### src/rtl/mdc_pkg.sv
// Shared constants, types and helpers of the multichannel delta codec.
package mdc_pkg;

	localparam int CHANNELS   = 8;
	localparam int WINDOW     = 256;
	localparam int CH_W       = (CHANNELS > 1) ? $clog2(CHANNELS) : 1;
	localparam int POS_LIMIT  = WINDOW * CHANNELS;
	localparam int POS_W      = $clog2(POS_LIMIT);
	localparam int BYTE_W     = 13;

	localparam logic [BYTE_W-1:0] BYTE_MAX     = {BYTE_W{1'b1}};
	localparam logic [BYTE_W-1:0] HEADER_BYTES = BYTE_W'(4);
	localparam logic [31:0]       POS_MULT     = 32'd131;
	localparam int                RES_MIN      = -127;
	localparam int                RES_MAX      = 127;

	// codec_mode codes; the unused code falls back to raw
	localparam logic [1:0] MODE_RAW    = 2'd0;
	localparam logic [1:0] MODE_ENCODE = 2'd1;
	localparam logic [1:0] MODE_DECODE = 2'd2;

	localparam logic [1:0] COST_NONE  = 2'd0;
	localparam logic [1:0] COST_SHORT = 2'd1;
	localparam logic [1:0] COST_LONG  = 2'd2;

	typedef logic [CH_W-1:0] chan_t;

	typedef struct packed {
		logic signed [31:0] sample_value;
		logic [2:0]         channel_index;
		logic               first_in_channel;
		logic               last_in_chunk;
	} sample_t;

	typedef struct packed {
		logic signed [31:0] out_value;
		logic [1:0]         residual_cost;
		logic [BYTE_W-1:0]  byte_estimate;
		logic signed [31:0] chunk_checksum;
		logic signed [31:0] total_checksum;
		logic               chunk_done;
	} result_t;

	// chunk-level accumulators
	typedef struct packed {
		logic [BYTE_W-1:0] byte_cnt;
		logic [POS_W-1:0]  pos;
		logic [31:0]       run_sum;
		logic [31:0]       total_sum;
	} acc_t;

	// write request into the previous-value store
	typedef struct packed {
		logic        en;
		chan_t       addr;
		logic [31:0] data;
	} prev_wr_t;

	// channel index mod CHANNELS by repeated compare-subtract (3-bit input)
	function automatic chan_t chan_fold(input logic [2:0] c);
		logic [6:0] v;
		v = {4'b0000, c};
		for (int k = 0; k < 8; k++) begin
			if (v >= 7'(CHANNELS)) begin
				v = v - 7'(CHANNELS);
			end
		end
		return chan_t'(v);
	endfunction

endpackage

### src/rtl/mdc_ifs.sv
// Channel interfaces of the codec: sample input, result output, mode write.
interface mdc_sample_if;
	logic               valid;
	logic               ready;
	logic signed [31:0] sample_value;
	logic [2:0]         channel_index;
	logic               first_in_channel;
	logic               last_in_chunk;

	modport source (output valid, sample_value, channel_index, first_in_channel,
		last_in_chunk, input ready);
	modport sink (input valid, sample_value, channel_index, first_in_channel,
		last_in_chunk, output ready);
endinterface

interface mdc_result_if;
	logic               valid;
	logic               ready;
	logic signed [31:0] out_value;
	logic [1:0]         residual_cost;
	logic [12:0]        byte_estimate;
	logic signed [31:0] chunk_checksum;
	logic signed [31:0] total_checksum;
	logic               chunk_done;

	modport source (output valid, out_value, residual_cost, byte_estimate,
		chunk_checksum, total_checksum, chunk_done, input ready);
	modport sink (input valid, out_value, residual_cost, byte_estimate,
		chunk_checksum, total_checksum, chunk_done, output ready);
	modport monitor (input valid, ready, out_value, residual_cost, byte_estimate,
		chunk_checksum, total_checksum, chunk_done);
endinterface

interface mdc_cfg_if;
	logic       valid;
	logic       ready;
	logic [1:0] codec_mode;

	modport source (output valid, codec_mode, input ready);
	modport sink (input valid, codec_mode, output ready);
endinterface

### src/rtl/mdc_prev_ram.sv
// Previous-value store: one word per channel, registered read, write-first bypass.
module mdc_prev_ram (
	input  logic              clk,
	input  logic              arst_n,
	input  logic              rd_en,
	input  mdc_pkg::chan_t    rd_addr,
	input  mdc_pkg::prev_wr_t wr,
	output logic [31:0]       rd_data_q
);
	import mdc_pkg::*;

	logic [31:0]         mem [CHANNELS];
	logic [CHANNELS-1:0] valid_q;

	always_ff @(posedge clk) begin
		if (wr.en) begin
			mem[wr.addr] <= wr.data;
		end
	end

	// unwritten entries read as zero
	always_ff @(posedge clk or negedge arst_n) begin
		if (!arst_n) begin
			valid_q <= '0;
		end else if (wr.en) begin
			valid_q[wr.addr] <= 1'b1;
		end
	end

	always_ff @(posedge clk) begin
		if (rd_en) begin
			if (wr.en && (wr.addr == rd_addr)) begin
				rd_data_q <= wr.data;
			end else if (valid_q[rd_addr]) begin
				rd_data_q <= mem[rd_addr];
			end else begin
				rd_data_q <= '0;
			end
		end
	end

endmodule

### src/rtl/mdc_step.sv
// Per-sample update: residual/reconstruction, cost, byte count, checksums.
module mdc_step (
	input  logic [1:0]         mode,
	input  mdc_pkg::sample_t   item,
	input  logic [31:0]        prev_data,
	input  mdc_pkg::acc_t      cur,
	output mdc_pkg::result_t   res,
	output mdc_pkg::acc_t      nxt,
	output mdc_pkg::prev_wr_t  wr
);
	import mdc_pkg::*;

	logic [31:0]       smp;
	logic [31:0]       x16;
	logic [31:0]       p16;
	logic [31:0]       enc_res;
	logic [1:0]        cost;
	logic [BYTE_W:0]   sum1;
	logic [BYTE_W-1:0] sat1;
	logic [BYTE_W:0]   sum2;
	logic [BYTE_W-1:0] est;
	logic [31:0]       dec_x;
	logic [31:0]       chk_x;
	logic [31:0]       pos_term;
	logic [31:0]       run_new;
	logic [POS_W-1:0]  pos_inc;

	always_comb begin
		smp      = item.sample_value;
		x16      = {{16{smp[15]}}, smp[15:0]};
		p16      = {{16{prev_data[15]}}, prev_data[15:0]};
		enc_res  = item.first_in_channel ? x16 : (x16 - p16);
		cost     = (($signed(enc_res) >= RES_MIN) && ($signed(enc_res) <= RES_MAX))
			? COST_SHORT : COST_LONG;

		// saturating byte count, header added on the chunk's last sample
		sum1 = {1'b0, cur.byte_cnt} + (BYTE_W + 1)'(cost);
		sat1 = (sum1 > {1'b0, BYTE_MAX}) ? BYTE_MAX : sum1[BYTE_W-1:0];
		sum2 = {1'b0, sat1} + {1'b0, HEADER_BYTES};
		if (item.last_in_chunk) begin
			est = (sum2 > {1'b0, BYTE_MAX}) ? BYTE_MAX : sum2[BYTE_W-1:0];
		end else begin
			est = sat1;
		end

		dec_x    = item.first_in_channel ? smp : (prev_data + smp);
		chk_x    = (mode == MODE_DECODE) ? dec_x : smp;
		pos_term = 32'(cur.pos) * POS_MULT;
		run_new  = cur.run_sum ^ (chk_x + pos_term);
		pos_inc  = (cur.pos == POS_W'(POS_LIMIT - 1)) ? '0 : (cur.pos + 1'b1);
	end

	always_comb begin
		res.chunk_done = item.last_in_chunk;
		nxt.pos        = item.last_in_chunk ? '0 : pos_inc;
		wr.addr        = chan_fold(item.channel_index);
		case (mode)
			MODE_ENCODE: begin
				res.out_value      = enc_res;
				res.residual_cost  = cost;
				res.byte_estimate  = est;
				res.chunk_checksum = cur.run_sum;
				res.total_checksum = cur.total_sum;
				nxt.byte_cnt       = item.last_in_chunk ? '0 : est;
				nxt.run_sum        = item.last_in_chunk ? '0 : cur.run_sum;
				nxt.total_sum      = cur.total_sum;
				wr.en              = 1'b1;
				wr.data            = x16;
			end
			default: begin
				// raw and decode share the checksum path
				res.out_value      = chk_x;
				res.residual_cost  = COST_NONE;
				res.byte_estimate  = '0;
				res.chunk_checksum = run_new;
				res.total_checksum = item.last_in_chunk ? (cur.total_sum ^ run_new)
					: cur.total_sum;
				nxt.byte_cnt       = item.last_in_chunk ? '0 : cur.byte_cnt;
				nxt.run_sum        = item.last_in_chunk ? '0 : run_new;
				nxt.total_sum      = res.total_checksum;
				wr.en              = (mode == MODE_DECODE);
				wr.data            = dec_x;
			end
		endcase
	end

endmodule

### src/rtl/multichannel_delta_codec_core.sv
// Top level of the multichannel delta codec.
//
// Channels: "samples" takes one sample per request (value, channel, first-in-
// channel and last-in-chunk flags); "results" returns exactly one result per
// sample, in order; "cfg" writes codec_mode (0 raw, 1 encode, 2 decode, 3 as
// raw) and is always ready. Write the mode only while no sample is in flight.
// Path: an accepted sample is registered into the compute stage, and its result
// is registered into the output register when the compute stage retires it.
// Throughput: one sample per cycle while results.ready stays high. The previous
// value of each channel sits in a small synchronous RAM read at acceptance; the
// read-modify-write closes when the sample retires from the compute stage, and
// a write-first bypass in the RAM covers back-to-back samples of the same channel.
// Reset: mode returns to encode, byte count, position and both checksums clear,
// and every channel's previous value reads as zero until written.
// Stall: while the receiver holds results.ready low the output register keeps
// its request, one more sample waits in the compute stage, and samples.ready
// drops after that.
module multichannel_delta_codec_core (
	input logic         clk,
	input logic         arst_n,
	mdc_sample_if.sink  samples,
	mdc_result_if.source results,
	mdc_cfg_if.sink     cfg
);
	import mdc_pkg::*;

	logic [1:0] mode_q;

	// compute stage
	logic        s1_valid;
	sample_t     item_s1;
	logic [31:0] prev_rd;
	acc_t        acc_q;

	// output register
	logic    out_valid_q;
	result_t res_q;

	result_t  step_res;
	acc_t     step_acc;
	prev_wr_t step_wr;
	prev_wr_t ram_wr;

	logic    out_free;
	logic    s1_fire;
	logic    accept;
	sample_t in_item;

	assign out_free = !out_valid_q || results.ready;
	assign s1_fire  = s1_valid && out_free;
	assign samples.ready = !s1_valid || s1_fire;
	assign accept   = samples.valid && samples.ready;
	assign cfg.ready = 1'b1;

	assign in_item.sample_value     = samples.sample_value;
	assign in_item.channel_index    = samples.channel_index;
	assign in_item.first_in_channel = samples.first_in_channel;
	assign in_item.last_in_chunk    = samples.last_in_chunk;

	always_ff @(posedge clk or negedge arst_n) begin
		if (!arst_n) begin
			mode_q <= MODE_ENCODE;
		end else if (cfg.valid) begin
			mode_q <= cfg.codec_mode;
		end
	end

	// previous-value RAM: read issued with the request, written when it retires
	assign ram_wr.en   = s1_fire && step_wr.en;
	assign ram_wr.addr = step_wr.addr;
	assign ram_wr.data = step_wr.data;

	mdc_prev_ram u_prev_ram (
		.clk       (clk),
		.arst_n    (arst_n),
		.rd_en     (accept),
		.rd_addr   (chan_fold(samples.channel_index)),
		.wr        (ram_wr),
		.rd_data_q (prev_rd)
	);

	always_ff @(posedge clk or negedge arst_n) begin
		if (!arst_n) begin
			s1_valid <= 1'b0;
		end else if (accept) begin
			s1_valid <= 1'b1;
		end else if (s1_fire) begin
			s1_valid <= 1'b0;
		end
	end

	always_ff @(posedge clk) begin
		if (accept) begin
			item_s1 <= in_item;
		end
	end

	mdc_step u_step (
		.mode      (mode_q),
		.item      (item_s1),
		.prev_data (prev_rd),
		.cur       (acc_q),
		.res       (step_res),
		.nxt       (step_acc),
		.wr        (step_wr)
	);

	// chunk accumulators advance once per retired sample
	always_ff @(posedge clk or negedge arst_n) begin
		if (!arst_n) begin
			acc_q <= '0;
		end else if (s1_fire) begin
			acc_q <= step_acc;
		end
	end

	always_ff @(posedge clk or negedge arst_n) begin
		if (!arst_n) begin
			out_valid_q <= 1'b0;
		end else if (s1_fire) begin
			out_valid_q <= 1'b1;
		end else if (results.ready) begin
			out_valid_q <= 1'b0;
		end
	end

	always_ff @(posedge clk) begin
		if (s1_fire) begin
			res_q <= step_res;
		end
	end

	assign results.valid          = out_valid_q;
	assign results.out_value      = res_q.out_value;
	assign results.residual_cost  = res_q.residual_cost;
	assign results.byte_estimate  = res_q.byte_estimate;
	assign results.chunk_checksum = res_q.chunk_checksum;
	assign results.total_checksum = res_q.total_checksum;
	assign results.chunk_done     = res_q.chunk_done;

endmodule

### src/flat_wrapper.sv
// flat-port wrapper written by rule: the top's interface ports become plain ports
module multichannel_delta_codec_core_flat import mdc_pkg::*;
  (clk, arst_n, samples_valid, samples_sample_value, samples_channel_index, samples_first_in_channel, samples_last_in_chunk, samples_ready, results_valid, results_out_value, results_residual_cost, results_byte_estimate, results_chunk_checksum, results_total_checksum, results_chunk_done, results_ready, cfg_valid, cfg_codec_mode, cfg_ready);
  mdc_sample_if samples_i ();
  mdc_result_if results_i ();
  mdc_cfg_if cfg_i ();
  input logic clk;
  input logic arst_n;
  input wire logic [$bits(samples_i.valid)-1:0] samples_valid;
  input wire logic [$bits(samples_i.sample_value)-1:0] samples_sample_value;
  input wire logic [$bits(samples_i.channel_index)-1:0] samples_channel_index;
  input wire logic [$bits(samples_i.first_in_channel)-1:0] samples_first_in_channel;
  input wire logic [$bits(samples_i.last_in_chunk)-1:0] samples_last_in_chunk;
  output wire logic [$bits(samples_i.ready)-1:0] samples_ready;
  output wire logic [$bits(results_i.valid)-1:0] results_valid;
  output wire logic [$bits(results_i.out_value)-1:0] results_out_value;
  output wire logic [$bits(results_i.residual_cost)-1:0] results_residual_cost;
  output wire logic [$bits(results_i.byte_estimate)-1:0] results_byte_estimate;
  output wire logic [$bits(results_i.chunk_checksum)-1:0] results_chunk_checksum;
  output wire logic [$bits(results_i.total_checksum)-1:0] results_total_checksum;
  output wire logic [$bits(results_i.chunk_done)-1:0] results_chunk_done;
  input wire logic [$bits(results_i.ready)-1:0] results_ready;
  input wire logic [$bits(cfg_i.valid)-1:0] cfg_valid;
  input wire logic [$bits(cfg_i.codec_mode)-1:0] cfg_codec_mode;
  output wire logic [$bits(cfg_i.ready)-1:0] cfg_ready;
  assign samples_i.valid = samples_valid;
  assign samples_i.sample_value = samples_sample_value;
  assign samples_i.channel_index = samples_channel_index;
  assign samples_i.first_in_channel = samples_first_in_channel;
  assign samples_i.last_in_chunk = samples_last_in_chunk;
  assign samples_ready = samples_i.ready;
  assign results_valid = results_i.valid;
  assign results_out_value = results_i.out_value;
  assign results_residual_cost = results_i.residual_cost;
  assign results_byte_estimate = results_i.byte_estimate;
  assign results_chunk_checksum = results_i.chunk_checksum;
  assign results_total_checksum = results_i.total_checksum;
  assign results_chunk_done = results_i.chunk_done;
  assign results_i.ready = results_ready;
  assign cfg_i.valid = cfg_valid;
  assign cfg_i.codec_mode = cfg_codec_mode;
  assign cfg_ready = cfg_i.ready;
  multichannel_delta_codec_core u_core (.clk(clk), .arst_n(arst_n), .samples(samples_i), .results(results_i), .cfg(cfg_i));
endmodule
### config.mk
export PLATFORM = sky130hd
export DESIGN_NAME = multichannel_delta_codec_core_flat
export DESIGN_NICKNAME = d
export VERILOG_FILES = /design/src/rtl/mdc_pkg.sv /design/src/rtl/mdc_ifs.sv /design/src/rtl/mdc_prev_ram.sv /design/src/rtl/mdc_step.sv /design/src/rtl/multichannel_delta_codec_core.sv /design/src/flat_wrapper.sv
export SDC_FILE = /design/constraint.sdc
export NUM_CORES = 1
export LEC_CHECK = 0
export CELL_PAD_IN_SITES_DETAIL_PLACEMENT = 1
export CELL_PAD_IN_SITES_GLOBAL_PLACEMENT = 2
export CORE_AREA = 10 10 298 214
export CTS_CLUSTER_DIAMETER = 30
export DETAILED_ROUTE_END_ITERATION = 16
export DIE_AREA = 0 0 308 224
export DONT_BUFFER_PORTS = 1
export GPL_TIMING_DRIVEN = 0
export PLACE_DENSITY_LB_ADDON = 0.1
export SLEW_MARGIN = 20
export SYNTH_ARGS = -nofsm -noshare
export SYNTH_HDL_FRONTEND = slang
export SYNTH_SLANG_ARGS = --single-unit
### constraint.sdc
create_clock -name clk -period 19.35 [get_ports clk]
set_clock_uncertainty 0.05 [all_clocks]
set_input_delay 3.87 -clock clk [delete_from_list [all_inputs] [get_ports clk]]
set_output_delay 3.87 -clock clk [all_outputs]
set_load 0.005 [all_outputs]
==> results.json, run 1 <==
{
  "status": "completed",
  "critical_path_class": "flop to flop",
  "die-height_um": 224,
  "ys_seq_elements": 537,
  "cp-start-kind": "flop",
  "final.period_utilization_pct": 47.17,
  "leakage_nw": 12.26,
  "syn-instance-count": 2198,
  "slew-limit-headroom_pct": 23.21,
  "numCtsBuffers": 99,
  "crit_slowest_cell": "clkbuf_1",
  "cp_max_fo": 10,
  "ioPinCount": 159,
  "h-tree-depth": 3,
  "seq_area_frac_synth_pct": 56.79,
  "pre_cts_ws_ns": 10.37,
  "required_ns": 19.77,
  "path_clk_slew_ns": 0.05,
  "peakVddDrop_mv": 0.07218,
  "initialDrtViolationCount": 1766,
  "cts-hold-fix-buffers": 0,
  "nets": 2514,
  "grt_pass1_wl_um": 126200,
  "final_cells": 3177,
  "dpl.hpwl_um": 62150,
  "synth.cell_area_mm2": 0.02752,
  "coreArea_mm2": 0.05787,
  "post-cts-setup-buffer-count": 0,
  "dr.pass1.iters": 5,
  "maxCapViolations": 0,
  "fillers": 5758,
  "setup_viol": 0,
  "avgViaCountPerCell": 5.842,
  "ys_warn_count": 0,
  "critical-path-max-stage-delay_ns": 0.57,
  "worstPathArrival_ns": 9.54,
  "grt_pass1_vias": 19610,
  "final.setup.worst_slack_ns": 10.22,
  "ant_nets": 0,
  "synth_commonest_cells": "edfxtp_1 (437), nand2_1 (226), o21ai_0 (153)",
  "avgSynthCellArea_um2": 12.52,
  "synth_fp_nets": 2376,
  "synthFlopType": "edfxtp_1",
  "cts_tree": "done",
  "cp-end-kind": "flop",
  "hold_viol": 0,
  "vias": 18560,
  "synth_top_area_cell": "edfxtp_1",
  "gp_congestion": 0.8736,
  "fin_tns_setup_ns": 0,
  "clock_path_buffers": 3,
  "start_util_pct": 47.55,
  "clk-insertion-delay-late_ns": 0.66,
  "final_layout_size_suffix_gt1_share_pct": 14.49,
  "numPortBuffers": 0,
  "yosys.cell_types.count": 91,
  "grtUsageTotal_pct": 24.36,
  "areaGrowthSynthToFinish_pct": 17.14,
  "synth_top_area_share_pct": 47.69,
  "grt_max_degree": 101,
  "synthTopCellsByArea": "edfxtp_1 (48%), dfrtp_1 (9.0%), mux4_2 (5.4%)",
  "rows": 74,
  "synth.most_common_cell": "edfxtp_1",
  "power.density_mw_per_mm2": 125.8,
  "die_w_um": 308,
  "maxSlewViolCount": 0,
  "die-area_mm2": 0.06899,
  "timing.fmax_mhz": 109.6,
  "ctsResizeCount": 0,
  "antenna_found_initial": 1,
  "synth_edf_count": 437,
  "drc": 0,
  "numClockSinks": 537,
  "cts_root_buffer": "clkbuf_16",
  "fin_crit_ns": 9.127,
  "rsz0062_at_grt": "no",
  "cp_common_cell": "clkbuf_1",
  "dp.cells": 2995,
  "grt_overflow": 0,
  "async_reset_ff_share_pct": 18.62,
  "wl_per_cell_um": 26.45,
  "hold_path_class": "flop to flop",
  "drt-total-wl_um": 84050,
  "worst_slew_pin_slew_ns": 1.137
}
-- critical path, delay by kind of cell (launching register included) --
| family | cells | cell delay (ns) |
|---|---|---|
| buffers and inverters | 9 | 3.10 |
| adder cells (fa/ha/maj) | 5 | 1.98 |
| AO/OA/AOI/OAI | 7 | 1.38 |
| AND/OR/NAND/NOR | 4 | 1.16 |
| XOR/XNOR | 2 | 0.65 |
| flip-flops | 1 | 0.33 |
| multiplexers | 1 | 0.26 |
-- kinds of logic (layout without fill, tap and decap cells) --
logic type,Yosys count,in the layout,share of synthesized area (%)
and+or+nand+nor,529,529,9.008
muxes,135,135,8.017
AOI/OAI and AO/OA,440,440,9.986
xor gates and xnor gates,189,189,6.243
DFF,537,537,56.79
other,1,3,0.01363
adders and majority gates,134,134,6.639
buffers and inverters,233,450,3.306
-- stage by stage --
| stage | power, mW | instance area [um2] | hold slack [ns] | utilization (%) |
|---|---|---|---|---|
| final | 4.056 | 32230 | 0.4155 | 55.70 |
| after global routing | 4.234 | 32230 | 0.4369 | 55.70 |
| after CTS | 4.081 | 32220 | 0.4182 | 55.68 |
| after detailed placement | 2.380 | 28940 | 0.4060 | 50.01 |
| after global placement | 2.346 | 28470 | 0.3994 | 49.19 |
| after floorplan | 2.103 | 27520 | 0.3837 | - |
-- layout make-up --
type / instances / area [um2] / area share, %
antenna: 2 / 5.005 / 0.01553
buffer: 101 / 419.2 / 1.300
clock buffer: 109 / 2546 / 7.900
clock inverter: 71 / 734.5 / 2.279
inverter: 132 / 495.5 / 1.537
multi-input combinational: 1428 / 11040 / 34.25
sequential: 537 / 15630 / 48.48
tap: 760 / 950.9 / 2.950
timing repair buffer: 37 / 416.7 / 1.293
-- state kept, by name (all words and copies together) (netlist names), 13 cells and up --
signal                         count
u_core.acc_q                      88
u_core.item_s1                    37
u_core.results.byte_estimate      13
u_core.results.chunk_checksum     32
u_core.results.out_value          32
u_core.results.total_checksum     32
u_core.u_prev_ram.mem            256
u_core.u_prev_ram.rd_data_q       32
-- worst paths after layout --
kind / start / endpoint / slack, ns / cells after the start
setup / recovery: u_core.item_s1[1] / u_core.results.total_checksum[29] / 10.22 / 28
hold / removal: u_core.u_prev_ram.valid_q[7] / u_core.u_prev_ram.valid_q[7] / 0.42 / 1
setup reg to reg: u_core.item_s1[1] / u_core.results.total_checksum[29] / 10.22 / 28
hold reg to reg: u_core.u_prev_ram.valid_q[7] / u_core.u_prev_ram.valid_q[7] / 0.42 / 1
max in group asynchronous: arst_n / u_core.mode_q[0] / 16.06 / 0
min in group asynchronous: arst_n / u_core.acc_q[6] / 2.87 / 0
-- cell usage in the layout, fill, tap and decap left out, types with 46 or more instances in the layout --
| master | Yosys | final |
|---|---|---|
| a21oi_1 | 95 | 95 |
| clkbuf_1 | 69 | 77 |
| clkbuf_16 | 0 | 100 |
| dfrtp_1 | 99 | 99 |
| edfxtp_1 | 437 | 437 |
| ha_1 | 114 | 114 |
| inv_1 | 131 | 131 |
| mux2i_1 | 46 | 46 |
| mux4_2 | 66 | 66 |
| nand2_1 | 226 | 226 |
| nor2_1 | 114 | 111 |
| o21ai_0 | 153 | 151 |
| xnor2_1 | 131 | 131 |
| xor2_1 | 53 | 53 |
-- power by group --
group	internal (mW)	total, mW	leakage, nW	switching (mW)
clock	1.06	1.69	1.55	0.621
combinational	0.298	0.785	5.38	0.487
sequential	1.47	1.58	5.33	0.118
-- layer usage --
metal / routed length [um] / vias to the layer above / GRT usage [%]
met4: 1638 / 0 / 6.191
met2: 37170 / 560 / 36.59
li1: - / 8347 / -
met5: 0 / - / 0
met3: 5757 / 104 / 5.362
met1: 39480 / 9550 / 35.45
Note: power is estimated with default switching activity, not from simulation.
==> run 2: changes to the inputs <==
--- a/config.mk
+++ b/config.mk
@@ -5,12 +5,13 @@
 export SDC_FILE = /design/constraint.sdc
 export NUM_CORES = 1
 export LEC_CHECK = 0
+export ABC_AREA = 1
 export CELL_PAD_IN_SITES_DETAIL_PLACEMENT = 1
 export CELL_PAD_IN_SITES_GLOBAL_PLACEMENT = 2
-export CORE_AREA = 10 10 298 214
+export CORE_AREA = 10 10 328 235
 export CTS_CLUSTER_DIAMETER = 30
 export DETAILED_ROUTE_END_ITERATION = 16
-export DIE_AREA = 0 0 308 224
+export DIE_AREA = 0 0 338 245
 export DONT_BUFFER_PORTS = 1
 export GPL_TIMING_DRIVEN = 0
 export PLACE_DENSITY_LB_ADDON = 0.1
==> constraint.sdc (replaced) <==
create_clock -name clk -period 8.81 [get_ports clk]
set_clock_uncertainty 0.05 [all_clocks]
set_input_delay 1.762 -clock clk [delete_from_list [all_inputs] [get_ports clk]]
set_output_delay 1.762 -clock clk [all_outputs]
set_load 0.005 [all_outputs]
==> run 2 against run 1 <==
Against the previous run:
- cell count rose by 34%
- largest power group unchanged
- sequential share of layout area fell by 2.6 points
- non-clock buffer count rose by 4
==> results.json, run 2 <==
{
  "avgSynthCellArea_um2": 9.401,
  "cts_root_buffer": "clkbuf_16",
  "fin_tns_setup_ns": 0,
  "p_sw_mw": 3.317,
  "p_int_mw": 6.693,
  "fillers": 7994,
  "maxSlewViolCount": 0,
  "crit_slowest_cell": "o311ai_2",
  "reg_top3": "u_core.u_prev_ram.mem x256, u_core.acc_q x88, u_core.item_s1 x37",
  "worst_slew_pin_slew_ns": 1.094,
  "dpl.hpwl_um": 80200,
  "worstReg2RegEnd": "u_core.results.total_checksum[22]",
  "synth_mux_area_share_pct": 0.1044,
  "ff2ff_path_depth": 28,
  "die-area_mm2": 0.08281,
  "h-tree-depth": 3,
  "r2r-start": "u_core.item_s1[1]",
  "critical-path-max-stage-delay_ns": 0.69,
  "required_ns": 9.14,
  "grt_pass1_vias": 23750,
  "hold_path_class": "flop to flop",
  "critical_path_class": "flop to flop",
  "synth_compound_gate_area_share_pct": 11.71,
  "clock_path_buffers": 3,
  "dr.pass1.iters": 5,
  "numClockSinks": 537,
  "async_reset_ff_share_pct": 18.62,
  "initialDrtViolationCount": 2172,
  "cp_max_fo": 10,
  "drc": 0,
  "synth_top_area_share_pct": 45.63,
  "nets": 3363,
  "syn-instance-count": 3059,
  "synth_edf_count": 437,
  "yosys.cell_types.count": 57,
  "ys_seq_elements": 537,
  "final_layout_size_suffix_gt1_share_pct": 11.29,
  "dp.cells": 4042,
  "synth_commonest_cells": "nand2_1 (730), edfxtp_1 (437), o21ai_0 (339)",
  "antenna_found_initial": 6,
  "hold-worst-slack_ns": 0.4176,
  "die_w_um": 338,
  "drt-total-wl_um": 105700,
  "ys_warn_count": 0,
  "worstPathArrival_ns": 8.19,
  "largest_register_ffs": 256,
  "synth_top_area_cell": "edfxtp_1",
  "grt_max_degree": 101,
  "grt_pass1_wl_um": 156100,
  "seq_area_frac_synth_pct": 54.34,
  "r2r_slack_ns": 0.95,
  "coreArea_mm2": 0.07090,
  "numPortBuffers": 0,
  "die-height_um": 245,
  "cp-end-kind": "flop",
  "synth.most_common_cell": "nand2_1",
  "wl_per_cell_um": 24.89,
  "areaGrowthSynthToFinish_pct": 18.54,
  "seqPwrFrac_pct": 35.4,
  "ctsResizeCount": 0,
  "slew-limit-headroom_pct": 26.33,
  "synthFlopType": "edfxtp_1",
  "final.period_utilization_pct": 89.25,
  "synth_fp_nets": 3237,
  "synth-simple-area-share_pct": 18.55,
  "vias": 23270,
  "numCtsBuffers": 107,
  "synth-xor-area-share_pct": 2.650,
  "synthTopCellsByArea": "edfxtp_1 (46%), nand2_1 (9.5%), dfrtp_1 (8.6%)",
  "leakage_nw": 14.15,
  "clk-insertion-delay-late_ns": 0.67,
  "final_common_cell": "nand2_1",
  "p_clk_share_pct": 41.7,
  "setup_viol": 0,
  "switching_share_pct": 33.13,
  "ant_nets": 0,
  "holdPathStages": 1,
  "combPwrFrac_pct": 23.0,
  "status": "completed",
  "hold_path.startpoint": "u_core.u_prev_ram.valid_q[7]",
  "path_clk_slew_ns": 0.05,
  "ioPinCount": 159,
  "final_cell_mix": "nand2_1 (730), edfxtp_1 (437), o21ai_0 (328)",
  "synthAdderAreaFrac_pct": 6.353,
  "cts-hold-fix-buffers": 0,
  "fin_crit_ns": 7.863,
  "rsz0062_at_grt": "no",
  "post-cts-setup-buffer-count": 0,
  "avgViaCountPerCell": 5.479,
  "min_to": "u_core.u_prev_ram.valid_q[7]",
  "timing.fmax_mhz": 127.2,
  "gp_congestion": 0.9031,
  "start_util_pct": 40.56,
  "peakVddDrop_mv": 0.1946,
  "maxCapViolations": 0,
  "rows": 82,
  "final_cells": 4247,
  "cp_common_cell": "inv_1",
  "power.density_mw_per_mm2": 293.6,
  "grtUsageTotal_pct": 25.24,
  "grt_overflow": 0,
  "cp-start-kind": "flop",
  "hold_viol": 0,
  "cts_tree": "done",
  "synth_top_family_by_area": "simple AND/OR/NAND/NOR gates",
  "regMostFlops": "u_core.u_prev_ram.mem",
  "synth.cell_area_mm2": 0.02876
}
run 2: changes by cell type after synthesis, sizes merged, moves of 57 or more:
cell,delta
nor2,+155
o21ai,+194
nand2,+526
o22ai,+57
mux4,-66
nand3,+106
xnor2,-113
inv,+202
run 2: cell families after synthesis:
group / after synthesis
flops: 537
fa+ha+maj: 134
compound gates: 599
simple gates: 1232
mux: 3
xor+xnor: 87
other cells: 1
buf+inv: 466
run 2: per-layer routing:
metal | global-route usage (%) | part of all wire [%] | up-vias
met3 | 5.849 | 7.7 | 126
met5 | 0 | 0 | -
met4 | 5.579 | 1.7 | 0
met2 | 34.92 | 41 | 748
li1 | - | - | 10630
met1 | 39.15 | 50 | 11760
run 2: critical path, delay by kind of cell (launching register included):
family          cells  cell delay [ns]
xor+xnor            1             0.26
simple gates        8             1.09
compound gates      4             1.29
fa+ha+maj           5             2.01
buf+inv            10             2.45
flops               1             0.37
run 2: worst max path at each step:
stage                                 start                                end  slack (ns)  cells after the start
after floorplan               results_ready                   u_core.acc_q[32]        2.96                      8
after global placement        results_ready       u_core.u_prev_ram.valid_q[0]        0.16                      7
after detailed placement  u_core.item_s1[1]  u_core.results.total_checksum[22]        1.08                     28
after CTS                 u_core.item_s1[1]  u_core.results.total_checksum[22]        1.05                     28
after global routing      u_core.item_s1[1]  u_core.results.total_checksum[22]        0.48                     28
final                     u_core.item_s1[1]  u_core.results.total_checksum[22]        0.95                     28
run 2: area by class of cell:
class	instances	area [um2]	share of cell area, %
tap	966	1209	3.546
sequential	537	15630	45.84
timing repair buffer	17	316.6	0.9286
clock inverter	73	862.1	2.529
inverter	341	1292	3.792
multi-input combinational	2056	11380	33.39
antenna	4	10.01	0.02936
buffer	125	521.8	1.531
clock buffer	128	2869	8.417
run 2: power by group through the flow:
stage / registers [mW] / clock network (mW) / logic, mW
final: 3.54 / 4.17 / 2.30
after detailed placement: 3.59 / 0 / 2.24
after global placement: 3.59 / 0 / 2.16
after global routing: 3.58 / 4.35 / 2.55
after floorplan: 3.48 / 0 / 1.47
after CTS: 3.55 / 4.23 / 2.27
run 2: through the flow:
stage | worst slack, ns | util, % | instance area [um2] | power, mW
floorplan | 2.965 | - | 28760 | 4.949
global placement | 0.1585 | 42.27 | 29970 | 5.746
detailed placement | 1.084 | 42.80 | 30350 | 5.829
CTS | 1.051 | 48.07 | 34080 | 10.04
global route | 0.4792 | 48.07 | 34080 | 10.48
finish | 0.9473 | 48.08 | 34090 | 10.01
==> run 3: changes to the inputs <==
--- a/config.mk
+++ b/config.mk
@@ -14,7 +14,7 @@
 export DIE_AREA = 0 0 338 245
 export DONT_BUFFER_PORTS = 1
 export GPL_TIMING_DRIVEN = 0
-export PLACE_DENSITY_LB_ADDON = 0.1
+export PLACE_DENSITY = 0.77
 export SLEW_MARGIN = 20
 export SYNTH_ARGS = -nofsm -noshare
 export SYNTH_HDL_FRONTEND = slang
==> run 3 against run 2 <==
Against the previous run:
- critical path depth is 1 higher
- clock power down 5%
- sequential cell count stayed put
- register-to-register slack worse by 0.07 ns
- worst setup slack got worse by 0.073 ns
- first-iteration DRC count increased by 1.1%
- clock-buffer cell count decreased by 13
- global-route usage barely moved
- via count grew 0.90%
- sequential power about the same
==> results.json, run 3 (synthesized netlist as in run 2, its figures left out) <==
{
  "status": "completed",
  "areaGrowthSynthToFinish_pct": 18.20,
  "hold_path_class": "flop to flop",
  "worstPathArrival_ns": 8.29,
  "antenna_found_initial": 2,
  "ant_nets": 0,
  "cp-start-kind": "flop",
  "combPwrFrac_pct": 23.5,
  "seqPwrFrac_pct": 36.0,
  "post-cts-setup-buffer-count": 0,
  "worst_slew_pin_slew_ns": 1.118,
  "fin_crit_ns": 7.935,
  "path_clk_slew_ns": 0.05,
  "peakVddDrop_mv": 0.1805,
  "largest_register_ffs": 256,
  "die_w_um": 338,
  "vias": 23480,
  "cp_max_fo": 10,
  "reg_top3": "u_core.u_prev_ram.mem x256, u_core.acc_q x88, u_core.item_s1 x37",
  "regMostFlops": "u_core.u_prev_ram.mem",
  "p_int_mw": 6.496,
  "ff2ff_path_depth": 29,
  "p_clk_share_pct": 40.5,
  "grt_pass1_wl_um": 156400,
  "avgViaCountPerCell": 5.536,
  "cts-hold-fix-buffers": 0,
  "critical-path-max-stage-delay_ns": 0.75,
  "clk-insertion-delay-late_ns": 0.68,
  "die-height_um": 245,
  "initialDrtViolationCount": 2195,
  "hold_path.startpoint": "u_core.u_prev_ram.valid_q[3]",
  "cts_root_buffer": "clkbuf_16",
  "critPathTopFamily": "buffers and inverters",
  "maxSlewViolCount": 0,
  "drt-total-wl_um": 105800,
  "final_layout_size_suffix_gt1_share_pct": 11.24,
  "placed_cell_area_mm2": 0.03045,
  "power.density_mw_per_mm2": 289.3,
  "rsz0062_at_grt": "no",
  "grt_pass1_vias": 23790,
  "drc": 0,
  "coreArea_mm2": 0.07090,
  "hold-worst-slack_ns": 0.4154,
  "leakage_nw": 14.09,
  "rows": 82,
  "dpl.hpwl_um": 80490,
  "worstReg2RegEnd": "u_core.results.total_checksum[22]",
  "maxCapViolations": 0,
  "numClockSinks": 537,
  "start_util_pct": 40.56,
  "min_to": "u_core.u_prev_ram.valid_q[3]",
  "fin_area_mm2": 0.03399,
  "hold_viol": 0,
  "critical_path_class": "flop to flop",
  "numPortBuffers": 0,
  "p_sw_mw": 3.337,
  "holdPathStages": 1,
  "numCtsBuffers": 104,
  "ioPinCount": 159,
  "r2r_slack_ns": 0.87,
  "switching_share_pct": 33.94,
  "grtUsageTotal_pct": 25.21,
  "fin_tns_setup_ns": 0,
  "required_ns": 9.16,
  "h-tree-depth": 3,
  "die-area_mm2": 0.08281,
  "cts_tree": "done",
  "final_common_cell": "nand2_1",
  "nets": 3363,
  "gp_congestion": 0.9094,
  "cp-end-kind": "flop",
  "setup_viol": 0,
  "grt_max_degree": 101,
  "grt_overflow": 0,
  "r2r-start": "u_core.item_s1[1]",
  "slew-limit-headroom_pct": 24.71,
  "cp_common_cell": "inv_1",
  "clock_path_buffers": 3,
  "final_cell_mix": "nand2_1 (730), edfxtp_1 (437), o21ai_0 (327)",
  "crit_slowest_cell": "o311ai_2",
  "fillers": 7906,
  "crit_buf_inv": 10,
  "ctsResizeCount": 0,
  "wl_per_cell_um": 24.95,
  "final.period_utilization_pct": 90.07,
  "dr.pass1.iters": 5,
  "timing.fmax_mhz": 126.0
}
## run 3: cell count changes in the layout (fill, tap and decap cells not counted), moves of 3 or more
cell       change
clkinv_1       +4
bufinv_16      -3
clkbuf_8       -4
diode_2        -3
clkbuf_16      -4
buf_16         +5
clkbuf_1       -5
## run 3: worst max path at each step
stage	from	to	slack, ns	cells past startpoint
after global routing	u_core.item_s1[1]	u_core.results.total_checksum[22]	0.50	29
after CTS	u_core.item_s1[1]	u_core.results.total_checksum[22]	1.01	29
final	u_core.item_s1[1]	u_core.results.total_checksum[22]	0.87	29
after detailed placement	u_core.item_s1[1]	u_core.results.total_checksum[22]	1.05	29
after floorplan	results_ready	u_core.acc_q[32]	2.96	8
after global placement	results_ready	u_core.u_prev_ram.valid_q[0]	0.30	7
## run 3: layout make-up
class | instances | area [um2] | share of cell area [%]
sequential | 537 | 15630 | 45.97
multi-input combinational | 2056 | 11380 | 33.48
clock buffer | 115 | 2695 | 7.929
inverter | 341 | 1292 | 3.803
tap | 966 | 1209 | 3.556
clock inverter | 80 | 844.6 | 2.485
buffer | 125 | 521.8 | 1.535
timing repair buffer | 20 | 417.9 | 1.229
antenna | 1 | 2.502 | 0.007362
## run 3: layer usage
layer / vias to the layer above / wire length [um] / track usage, %
met5: - / 0 / 0
met2: 821 / 43580 / 35.47
met4: 0 / 1615 / 5.231
met1: 11870 / 53150 / 39.63
li1: 10660 / - / -
met3: 132 / 7458 / 4.487
## run 3: per-stage QoR
step	instances	power (mW)	setup slack, ns	utilization (%)
CTS	4240	9.856	1.013	47.94
finish	4241	9.833	0.8747	47.94
detailed placement	4045	5.837	1.045	42.95
global route	4240	10.29	0.4981	47.94
floorplan	3059	4.949	2.965	-
global placement	4025	5.741	0.3000	42.27
## run 3: power groups by stage
stage          combinational (mW)  sequential, mW  clock (mW)
2_1_floorplan                1.47            3.48           0
6_report                     2.31            3.54        3.98
3_3_place_gp                 2.15            3.59           0
5_1_grt                      2.55            3.58        4.16
3_5_place_dp                 2.25            3.59           0
4_1_cts                      2.28            3.55        4.03
